===== src/rtl/core/sim_pkg.sv =====
// types, constants and helpers of the sorted interval merge core
// no dependencies
package sim_pkg;

   localparam int MaxIntervals = 64;
   localparam int IdxW = $clog2(MaxIntervals);
   localparam int CntW = $clog2(MaxIntervals + 1);
   localparam int AddrW = 3;
   localparam int RegIdxW = AddrW - 2;
   localparam logic [RegIdxW-1:0] RegMinOverlap = '0;

   typedef logic [IdxW-1:0] idx_type;
   typedef logic [CntW-1:0] cnt_type;

   typedef struct packed {
      logic [31:0] lo;
      logic [31:0] hi;
   } span_type;

   typedef struct packed {
      logic     we;
      idx_type  waddr;
      span_type wdata;
      logic     re;
      idx_type  raddr;
   } ram_req_type;

   typedef enum logic [3:0] {
      ST_LOAD,
      ST_KEY_RD,
      ST_KEY_CAP,
      ST_CMP_RD,
      ST_CMP,
      ST_PUT,
      ST_MRG_RD,
      ST_MRG_EVAL,
      ST_FLUSH
   } state_type;

   function automatic logic goes_before(span_type a, span_type b);
      logic r;
      if (a.lo != b.lo) begin
         r = a.lo < b.lo;
      end else begin
         r = a.hi < b.hi;
      end
      return r;
   endfunction

endpackage


===== src/rtl/core/sim_seq.sv =====
// sequencer: loads intervals, insertion sort in memory, merge sweep, result register
// depends on sim_pkg, drives sim_ram
module sim_seq (
   input  logic                 clock,
   input  logic                 reset,
   input  logic                 req_valid,
   output logic                 req_stall,
   input  logic [31:0]          req_start_pos,
   input  logic [31:0]          req_span_len,
   input  logic                 req_final_item,
   input  logic [31:0]          min_overlap,
   output sim_pkg::ram_req_type ram_req,
   input  sim_pkg::span_type    ram_rdata,
   output logic                 rsp_valid,
   input  logic                 rsp_stall,
   output logic [31:0]          rsp_out_lo,
   output logic [31:0]          rsp_out_hi,
   output logic [6:0]           rsp_out_count,
   output logic                 rsp_out_last,
   output logic                 rsp_overflowed
);

   sim_pkg::state_type state_ff, state_in;
   sim_pkg::cnt_type   cnt_ff, cnt_in;
   logic               in_order_ff, in_order_in;
   logic               drop_ff, drop_in;
   logic [31:0]        prev_start_ff, prev_start_in;
   sim_pkg::idx_type   i_ff, i_in, j_ff, j_in, k_ff, k_in;
   sim_pkg::span_type  key_ff, key_in, cur_ff, cur_in;
   sim_pkg::cnt_type   cur_cnt_ff, cur_cnt_in;
   logic               rsp_valid_ff;
   sim_pkg::span_type  rsp_span_ff;
   sim_pkg::cnt_type   rsp_cnt_ff;
   logic               rsp_last_ff, rsp_ovf_ff;

   logic               accept, full, store, out_free, in_order_now;
   logic               merge_ok, adv, emit, emit_last;
   logic [32:0]        end_sum, thick_sum;
   sim_pkg::span_type  new_span;
   sim_pkg::cnt_type   n_after;
   sim_pkg::idx_type   last_idx;

   assign req_stall = state_ff != sim_pkg::ST_LOAD;
   assign accept    = req_valid && !req_stall;
   assign full      = cnt_ff == sim_pkg::CntW'(sim_pkg::MaxIntervals);
   assign store     = accept && !full;
   assign out_free  = !rsp_valid_ff || !rsp_stall;
   assign last_idx  = sim_pkg::IdxW'(cnt_ff - sim_pkg::CntW'(1));
   assign n_after   = store ? cnt_ff + sim_pkg::CntW'(1) : cnt_ff;
   assign in_order_now = in_order_ff && !(store && cnt_ff != '0 && prev_start_ff > req_start_pos);

   assign end_sum    = {1'b0, req_start_pos} + {1'b0, req_span_len};
   assign new_span.lo = req_start_pos;
   assign new_span.hi = end_sum[32] ? '1 : end_sum[31:0];

   // merge test on the word now at the registered read port output
   assign thick_sum = {1'b0, ram_rdata.lo} + {1'b0, min_overlap};
   assign merge_ok  = (cur_ff.lo <= ram_rdata.lo && ram_rdata.hi <= cur_ff.hi)
                      || (thick_sum <= {1'b0, cur_ff.hi});

   always_comb begin
      adv = 1'b0;
      if (state_ff == sim_pkg::ST_MRG_EVAL) begin
         adv = (k_ff == '0) || (cur_ff.lo == '0 && cur_ff.hi == '0) || merge_ok || out_free;
      end
   end

   // next state
   always_comb begin
      state_in = state_ff;
      unique case (state_ff)
         sim_pkg::ST_LOAD: begin
            if (accept && req_final_item) begin
               state_in = (!in_order_now && n_after > sim_pkg::CntW'(1))
                          ? sim_pkg::ST_KEY_RD : sim_pkg::ST_MRG_RD;
            end
         end
         sim_pkg::ST_KEY_RD:  state_in = sim_pkg::ST_KEY_CAP;
         sim_pkg::ST_KEY_CAP: state_in = sim_pkg::ST_CMP_RD;
         sim_pkg::ST_CMP_RD:  state_in = sim_pkg::ST_CMP;
         sim_pkg::ST_CMP: begin
            if (sim_pkg::goes_before(key_ff, ram_rdata) && j_ff != sim_pkg::IdxW'(1)) begin
               state_in = sim_pkg::ST_CMP_RD;
            end else begin
               state_in = sim_pkg::ST_PUT;
            end
         end
         sim_pkg::ST_PUT: begin
            state_in = (i_ff == last_idx) ? sim_pkg::ST_MRG_RD : sim_pkg::ST_KEY_RD;
         end
         sim_pkg::ST_MRG_RD: state_in = sim_pkg::ST_MRG_EVAL;
         sim_pkg::ST_MRG_EVAL: begin
            if (adv) begin
               state_in = (k_ff == last_idx) ? sim_pkg::ST_FLUSH : sim_pkg::ST_MRG_RD;
            end
         end
         sim_pkg::ST_FLUSH: begin
            if (out_free) begin
               state_in = sim_pkg::ST_LOAD;
            end
         end
         default: state_in = sim_pkg::ST_LOAD;
      endcase
   end

   // outputs and datapath
   always_comb begin
      ram_req       = '0;
      cnt_in        = cnt_ff;
      in_order_in   = in_order_ff;
      drop_in       = drop_ff;
      prev_start_in = prev_start_ff;
      i_in          = i_ff;
      j_in          = j_ff;
      k_in          = k_ff;
      key_in        = key_ff;
      cur_in        = cur_ff;
      cur_cnt_in    = cur_cnt_ff;
      emit          = 1'b0;
      emit_last     = 1'b0;
      unique case (state_ff)
         sim_pkg::ST_LOAD: begin
            if (store) begin
               ram_req.we    = 1'b1;
               ram_req.waddr = sim_pkg::IdxW'(cnt_ff);
               ram_req.wdata = new_span;
               cnt_in        = cnt_ff + sim_pkg::CntW'(1);
               prev_start_in = req_start_pos;
            end
            if (accept && full) begin
               drop_in = 1'b1;
            end
            in_order_in = in_order_now;
            i_in = sim_pkg::IdxW'(1);
            k_in = '0;
         end
         sim_pkg::ST_KEY_RD: begin
            ram_req.re    = 1'b1;
            ram_req.raddr = i_ff;
         end
         sim_pkg::ST_KEY_CAP: begin
            key_in = ram_rdata;
            j_in   = i_ff;
         end
         sim_pkg::ST_CMP_RD: begin
            ram_req.re    = 1'b1;
            ram_req.raddr = j_ff - sim_pkg::IdxW'(1);
         end
         sim_pkg::ST_CMP: begin
            if (sim_pkg::goes_before(key_ff, ram_rdata)) begin
               ram_req.we    = 1'b1;
               ram_req.waddr = j_ff;
               ram_req.wdata = ram_rdata;
               j_in          = j_ff - sim_pkg::IdxW'(1);
            end
         end
         sim_pkg::ST_PUT: begin
            ram_req.we    = 1'b1;
            ram_req.waddr = j_ff;
            ram_req.wdata = key_ff;
            i_in          = i_ff + sim_pkg::IdxW'(1);
            k_in          = '0;
         end
         sim_pkg::ST_MRG_RD: begin
            ram_req.re    = 1'b1;
            ram_req.raddr = k_ff;
         end
         sim_pkg::ST_MRG_EVAL: begin
            if (k_ff == '0 || (cur_ff.lo == '0 && cur_ff.hi == '0)) begin
               cur_in     = ram_rdata;
               cur_cnt_in = sim_pkg::CntW'(1);
            end else if (merge_ok) begin
               if (cur_ff.hi < ram_rdata.hi) begin
                  cur_in.hi = ram_rdata.hi;
               end
               cur_cnt_in = cur_cnt_ff + sim_pkg::CntW'(1);
            end else if (out_free) begin
               emit       = 1'b1;
               cur_in     = ram_rdata;
               cur_cnt_in = sim_pkg::CntW'(1);
            end
            if (adv) begin
               k_in = k_ff + sim_pkg::IdxW'(1);
            end
         end
         sim_pkg::ST_FLUSH: begin
            if (out_free) begin
               emit        = 1'b1;
               emit_last   = 1'b1;
               cnt_in      = '0;
               in_order_in = 1'b1;
               drop_in     = 1'b0;
            end
         end
         default: ;
      endcase
   end

   always_ff @(posedge clock) begin
      if (reset) begin
         state_ff     <= sim_pkg::ST_LOAD;
         cnt_ff       <= '0;
         in_order_ff  <= 1'b1;
         drop_ff      <= 1'b0;
         rsp_valid_ff <= 1'b0;
      end else begin
         state_ff    <= state_in;
         cnt_ff      <= cnt_in;
         in_order_ff <= in_order_in;
         drop_ff     <= drop_in;
         if (emit) begin
            rsp_valid_ff <= 1'b1;
         end else if (!rsp_stall) begin
            rsp_valid_ff <= 1'b0;
         end
      end
   end

   always_ff @(posedge clock) begin
      prev_start_ff <= prev_start_in;
      i_ff          <= i_in;
      j_ff          <= j_in;
      k_ff          <= k_in;
      key_ff        <= key_in;
      cur_ff        <= cur_in;
      cur_cnt_ff    <= cur_cnt_in;
      if (emit) begin
         rsp_span_ff <= cur_ff;
         rsp_cnt_ff  <= cur_cnt_ff;
         rsp_last_ff <= emit_last;
         rsp_ovf_ff  <= drop_ff;
      end
   end

   assign rsp_valid      = rsp_valid_ff;
   assign rsp_out_lo     = rsp_span_ff.lo;
   assign rsp_out_hi     = rsp_span_ff.hi;
   assign rsp_out_count  = rsp_cnt_ff;
   assign rsp_out_last   = rsp_last_ff;
   assign rsp_overflowed = rsp_ovf_ff;

endmodule


===== config.mk =====
export PLATFORM = sky130hd
export DESIGN_NAME = sim_seq
export DESIGN_NICKNAME = d
export VERILOG_FILES = /design/src/rtl/core/sim_pkg.sv /design/src/rtl/core/sim_seq.sv
export SDC_FILE = /design/constraint.sdc
export NUM_CORES = 1
export LEC_CHECK = 0
export BUFFER_PORTS_ARGS = -buffer_cell sky130_fd_sc_hd__buf_4
export CORE_ASPECT_RATIO = 0.7
export CORE_MARGIN = 8
export CORE_UTILIZATION = 55
export CTS_CLUSTER_SIZE = 40
export DETAILED_ROUTE_END_ITERATION = 10
export MAX_ROUTING_LAYER = met4
export PLACE_DENSITY = 0.78
export SLEW_MARGIN = 0
export SYNTH_ARGS = -nofsm -noshare
export SYNTH_HDL_FRONTEND = slang
export SYNTH_SLANG_ARGS = --single-unit

===== constraint.sdc =====
create_clock -name clock -period 19.9 [get_ports clock]
set_clock_uncertainty 0.2 [all_clocks]
set_input_delay 0.995 -clock clock [delete_from_list [all_inputs] [get_ports clock]]
set_output_delay 0.995 -clock clock [all_outputs]
set_load 0.01 [all_outputs]

* Yosys cells after proc, flatten, opt, wreduce, memory -nomap -nowiden
Index checks and enable logic that the tools add are counted. Widths: inputs -> output; s select.
Word-level totals: register bits after elaboration 272, input port bits 165, logic and storage cells 142
Operators by class: $add $sub $neg 8, order comparisons 8, equality and inequality tests 21, multiplexer cells 42, reduce and logical (&&, ||, !) cells 44
Operator list (number):
- $pmux 71 s3 | 1
- $mux 71 | 2
- $mux 32 | 4
- $mux 64 | 2
- $lt 32x32->1 | 3
- $add 32x32->33 | 2
- $le 32x32->1 | 2
- $logic_not 32->1 | 2
- $pmux 4 s9 | 1
- $pmux 6 s2 | 3
- $le 33x32->1 | 1
- $gt 32x32->1 | 1
- $ne 32x32->1 | 1
- $mux 7 | 4
- $pmux 7 s3 | 1
- $eq 4x3->1 const B | 4
- $mux 4 | 4
- $add 7x1->7 const B | 2
- $pmux 7 s2 | 1
- $add 6x1->6 const B | 2
- $eq 6x6->1 | 2
- $mux 6 | 2
- $reduce_and 3->1 | 4
- $sub 6x1->6 const B | 2
- 23 further kinds | 70

* Logic depth before layout (Yosys ltp)
depth after elaboration 13, mapped depth 22

* Worst setup path after synthesis
No wires, ideal clock.
path type input to register, from in min_overlap[0], to reg rsp_cnt_ff[0], in the netlist rsp_out_count[0], enable pin, arrival time 8147 ps, path slack 11024 ps, stages on the path 21, path buffers 0, cells stage by stage ha_1 > inv_1 > fa_1 > and2b_1 > o31ai_1 > a21oi_4 > o22ai_2 > or4_4 > a21oi_1 > o21a_1 > nor2_1 > xnor2_1 > ha_1 > nand4_1 > or2_2 > nor2_1 > a21oi_1 > o21ai_0 > a211oi_2 > o31a_2 > a21oi_1
On the way: longest elaborated chain between the ends 6
Ends and longest elaborated chain:
- start, declared | RTL line sim_seq.sv:11 | input logic [31:0] min_overlap,
- $add 32x32->33 | RTL line sim_seq.sv:57 | assign thick_sum = {1'b0, ram_rdata.lo} + {1'b0, min_overlap};
- $le 33x32->1 | RTL line sim_seq.sv:59 | || (thick_sum <= {1'b0, cur_ff.hi});
- $logic_or 1x1->1 | RTL line sim_seq.sv:59
- $mux 1 | RTL line sim_seq.sv:172 | end else if (merge_ok) begin
- $mux 1 | RTL line sim_seq.sv:169 | if (k_ff == '0 || (cur_ff.lo == '0 && cur_ff.hi == '0)) begin
- $pmux 1 s2 | RTL line sim_seq.sv:121 | unique case (state_ff)
- net emit | RTL line sim_seq.sv:37 | logic merge_ok, adv, emit, emit_last;
- end signal, assigned | RTL line sim_seq.sv:229 | rsp_cnt_ff <= cur_cnt_ff;
- end, declared | RTL line sim_seq.sv:33 | sim_pkg::cnt_type rsp_cnt_ff;
The timed path passes the listed nets, and every way through them passes these cells. A chain may end at the register's enable or synchronous reset.

* Final worst setup path
from in ram_rdata[35] in the netlist's numbering, to reg cur_ff[26] in the netlist's numbering, enable pin
On the way: longest elaborated chain between the ends 5
Ends and longest elaborated chain:
- start, declared | RTL line sim_seq.sv:13 | input sim_pkg::span_type ram_rdata,
- $add 32x32->33 / $le 32x32->1 (equally long branches) | RTL line sim_seq.sv:57, sim_seq.sv:58
- $le 33x32->1 / $logic_and 1x1->1 (equally long branches) | RTL line sim_seq.sv:59, sim_seq.sv:58
- $logic_or 1x1->1 * | RTL line sim_seq.sv:59
- $ne 3x1->1 (no source line) / $reduce_bool 3->1 (equally long branches)
- $reduce_and 3->1 (no source line) *
- end signal, assigned | RTL line sim_seq.sv:225 | cur_ff <= cur_in;
- end, declared | RTL line sim_seq.sv:29 | sim_pkg::span_type key_ff, key_in, cur_ff, cur_in;
Every way passes the cells marked *; elsewhere a longest branch is shown, timed or not.

==> run_results.csv <==
group,metric,value,unit
run_status,status,"complete, no violations",
pwr,p_leak,10.1,nW
synth,synthSimpleGateAreaFrac,0.110,
cells_and_area,fin_nets,2504,
routing,drt-initial-drc-count,2427,
global_routing,grt_pass1_vias,15600,
critical_path,r2r-start,"cur_ff[59]",
placement,io_buffers,317,
synth,ys_seq_area_frac,0.433,
die,initial_core_util,0.556,
cells_and_area,syn_to_final_growth,20.4,%
critical_path,worstReg2RegEnd,"rsp_out_lo[29]",
die,die_w,236,µm
cts,h-tree-depth,1,
cts,hold_buffers,0,
timing,setup_ws,12960,ps
critical_path,r2r_slack,13710,ps
timing,setup_viol,0,
synth,avgSynthCellArea,10.5,µm²
synth,synth_area,18600,µm²
routing,detail_route.wl_per_cell,25.9,µm
hold_path,hold_class,"reg2reg",
critical_path,critPathLaunch,"ram_rdata[35]",
synth,synth_ff_type,"edfxtp_1",
synth,synth-edff-count,258,
placement,hpwl,51400,µm
synth,syn-num-nets,2192,
synth,synth_mux_area_frac,0.00277,
cts,cts_made_buffers,27,
pwr,combinationalPowerShare,0.387,
global_routing,overflow,0,
die,die_y,170,µm
routing,ant_nets,0,
critical_path,worstPathArrival,6930,ps
synth,synthCells,1760,
cts,clockBufferDepth,3,
timing,final.setup.tns,0,ps
critical_path,endpoint_kind,"register",
placement,place_inst,2478,
synth,synth.area.top_cells,"edfxtp_1 (42%), ha_1 (18%), inv_1 (4.0%)",
synth,synth_top_area_cell,"edfxtp_1",
pwr,intPower,1.36,mW
global_routing,grt_max_degree,66,
cts,cts_root_buffer,"clkbuf_16",
critical_path,worst_setup_path_start_kind,"input port",
timing,finalHoldViolations,0,
critical_path,crit_end,"cur_ff[26]",
pwr,vdd.ir_drop.worst,0.0739,mV
die,coreArea,33400,µm²
synth,synth_top_family_by_area,"compound AO/OA/AOI/OAI gates",
timing,timing.final.crit_period,6940,ps
cts,insertion_delay,570,ps
routing,vias,16100,
cts,postCtsSetupRepairBufs,0,
timing,rsz0062_at_grt,"false",
cts,clock-sinks,272,
timing,fin_crit_sh,0.349,
cells_and_area,layout.cells.non_filler,2531,
cells_and_area,final_layout_size_suffix_gt1_frac,0.193,
routing,drc_errors,0,
critical_path,worstRegToRegCells,12,
cts,cts_resized,0,
critical_path,crit_fanout,32,
cells_and_area,fillCellCount,2601,
placement,post-place-ws,12470,ps
pwr,p_seq_frac,0.366,
cts,clk_pin_slew,70,ps
timing,tightest_slew,1100,ps
run,maxCapViolations,0,
synth,synth_most_common_cell,"ha_1",
synth,synth_common_cells,"ha_1 (265), edfxtp_1 (258), inv_1 (199)",
pwr,switching_share,0.370,
routing,drtPass1Iterations,6,
synth,synth_seq_cells,272,
die,rows,56,
global_routing,grt_pass1_wl,96200,µm
synth,synth-adder-area-share,0.181,
die,io_pins,318,
pwr,p_per_area,96.9,nW/µm²
routing,routed_wl,65500,µm
pwr,p_switching,800,µW
die,die_area,40000,µm²
routing,vias_per_cell,6.38,
critical_path,path_class,"in2reg",
synth,synth-compound-area-share,0.183,
critical_path,crit_required,19880,ps
synth,synth_cell_type_count,83,
cts,cts_tree,"yes",
synth,yosys_warnings,0,
placement,globalplace.congestion,0.957,
global_routing,antenna_found_initial,3,
timing,max_freq,0.144,GHz
global_routing,grt_use_total,0.324,
synth,synth_xor_area_frac,0.0401,
synth,ys_async_sr_fraction,0,
timing,relSlewSlack,0.267,
pwr,pwr-share-clk,0.247,
synth,synth_top_area_share,0.418,
timing,drv_slew,0,
[state kept, by name (all words and copies together) (netlist names), 4 cells and up]
name           flops
k_ff               6
prev_start_ff     32
cnt_ff             7
rsp_out_hi        32
key_ff            64
cur_cnt_ff         7
rsp_out_count      7
state_ff           4
rsp_out_lo        32
cur_ff            64
i_ff               6
j_ff               6
[cells in the final DEF, fill, tap and decap left out, types with 52 or more instances in the layout]
| cell | instances |
|---|---|
| xnor2_1 | 52 |
| buf_4 | 329 |
| inv_1 | 198 |
| ha_1 | 265 |
| o21ai_0 | 63 |
| a21o_1 | 71 |
| nor2_1 | 85 |
| a21oi_1 | 146 |
| edfxtp_1 | 258 |
| nand2_1 | 80 |
[power by group through the flow]
stage | Clock, mW | Sequential [mW] | Combinational, mW
floorplan | 0 | 0.766 | 0.501
global placement | 0 | 0.797 | 0.803
global route | 0.557 | 0.797 | 0.903
detailed placement | 0 | 0.801 | 0.819
CTS | 0.536 | 0.789 | 0.826
finish | 0.535 | 0.792 | 0.836
[critical path, cell delays in order]
cell and delay, ps:
buf_4 140, ha_1 350, o21ai_0 110, o21bai_1 180, a21oi_1 140, o31ai_1 510
a21oi_1 280, o41ai_1 520, o41ai_1 190, o311ai_0 430, ha_1 330, nor2b_1 150
a2111oi_0 540, o221ai_1 230, a21oi_1 160, o21ai_0 120, a211oi_2 430, or2_2 220
o221a_2 870
[routing by layer]
layer,vias up,part of all wire,GRT usage
met5,-,0,-
met4,0,0.037,0.108
met3,138,0.13,0.0986
met2,1055,0.42,0.465
met1,7635,0.42,0.433
li1,7314,-,-
[area by class of cell]
| cell class | instances | area, µm² | share of cell area |
|---|---|---|---|
| clock inverters | 13 | 129 | 0.00577 |
| clock buffers | 37 | 776 | 0.0347 |
| repair buffers | 329 | 2470 | 0.111 |
| inverters | 201 | 754 | 0.0338 |
| multi-input cells | 1241 | 9620 | 0.431 |
| well taps | 435 | 544 | 0.0244 |
| flip-flops and latches | 272 | 8030 | 0.360 |
| diodes | 3 | 7.51 | 0.000336 |
[cell families after synthesis]
family,after synthesis
flops,272
buf+inv,247
simple gates,396
xor+xnor,85
fa+ha+maj,267
mux,5
compound gates,488
[through the flow]
step	area (µm²)	util	hold slack (ps)	total power, mW
floorplan	18600	-	209	1.27
global placement	21400	0.642	225	1.60
detailed placement	21400	0.642	229	1.62
CTS	22300	0.669	248	2.15
global route	22300	0.669	270	2.26
finish	22300	0.669	261	2.16
[worst min path at each step]
| stage | cells past startpoint | slack [ps] | start | endpoint |
|---|---|---|---|---|
| 2_1_floorplan | 0 | 210 | drop_ff | rsp_overflowed |
| 3_3_place_gp | 0 | 230 | drop_ff | rsp_overflowed |
| 3_5_place_dp | 0 | 230 | drop_ff | rsp_overflowed |
| 4_1_cts | 0 | 250 | drop_ff | rsp_overflowed |
| 5_1_grt | 0 | 270 | drop_ff | rsp_overflowed |
| 6_report | 0 | 260 | drop_ff | rsp_overflowed |
Power figures use the tool's default switching activity.
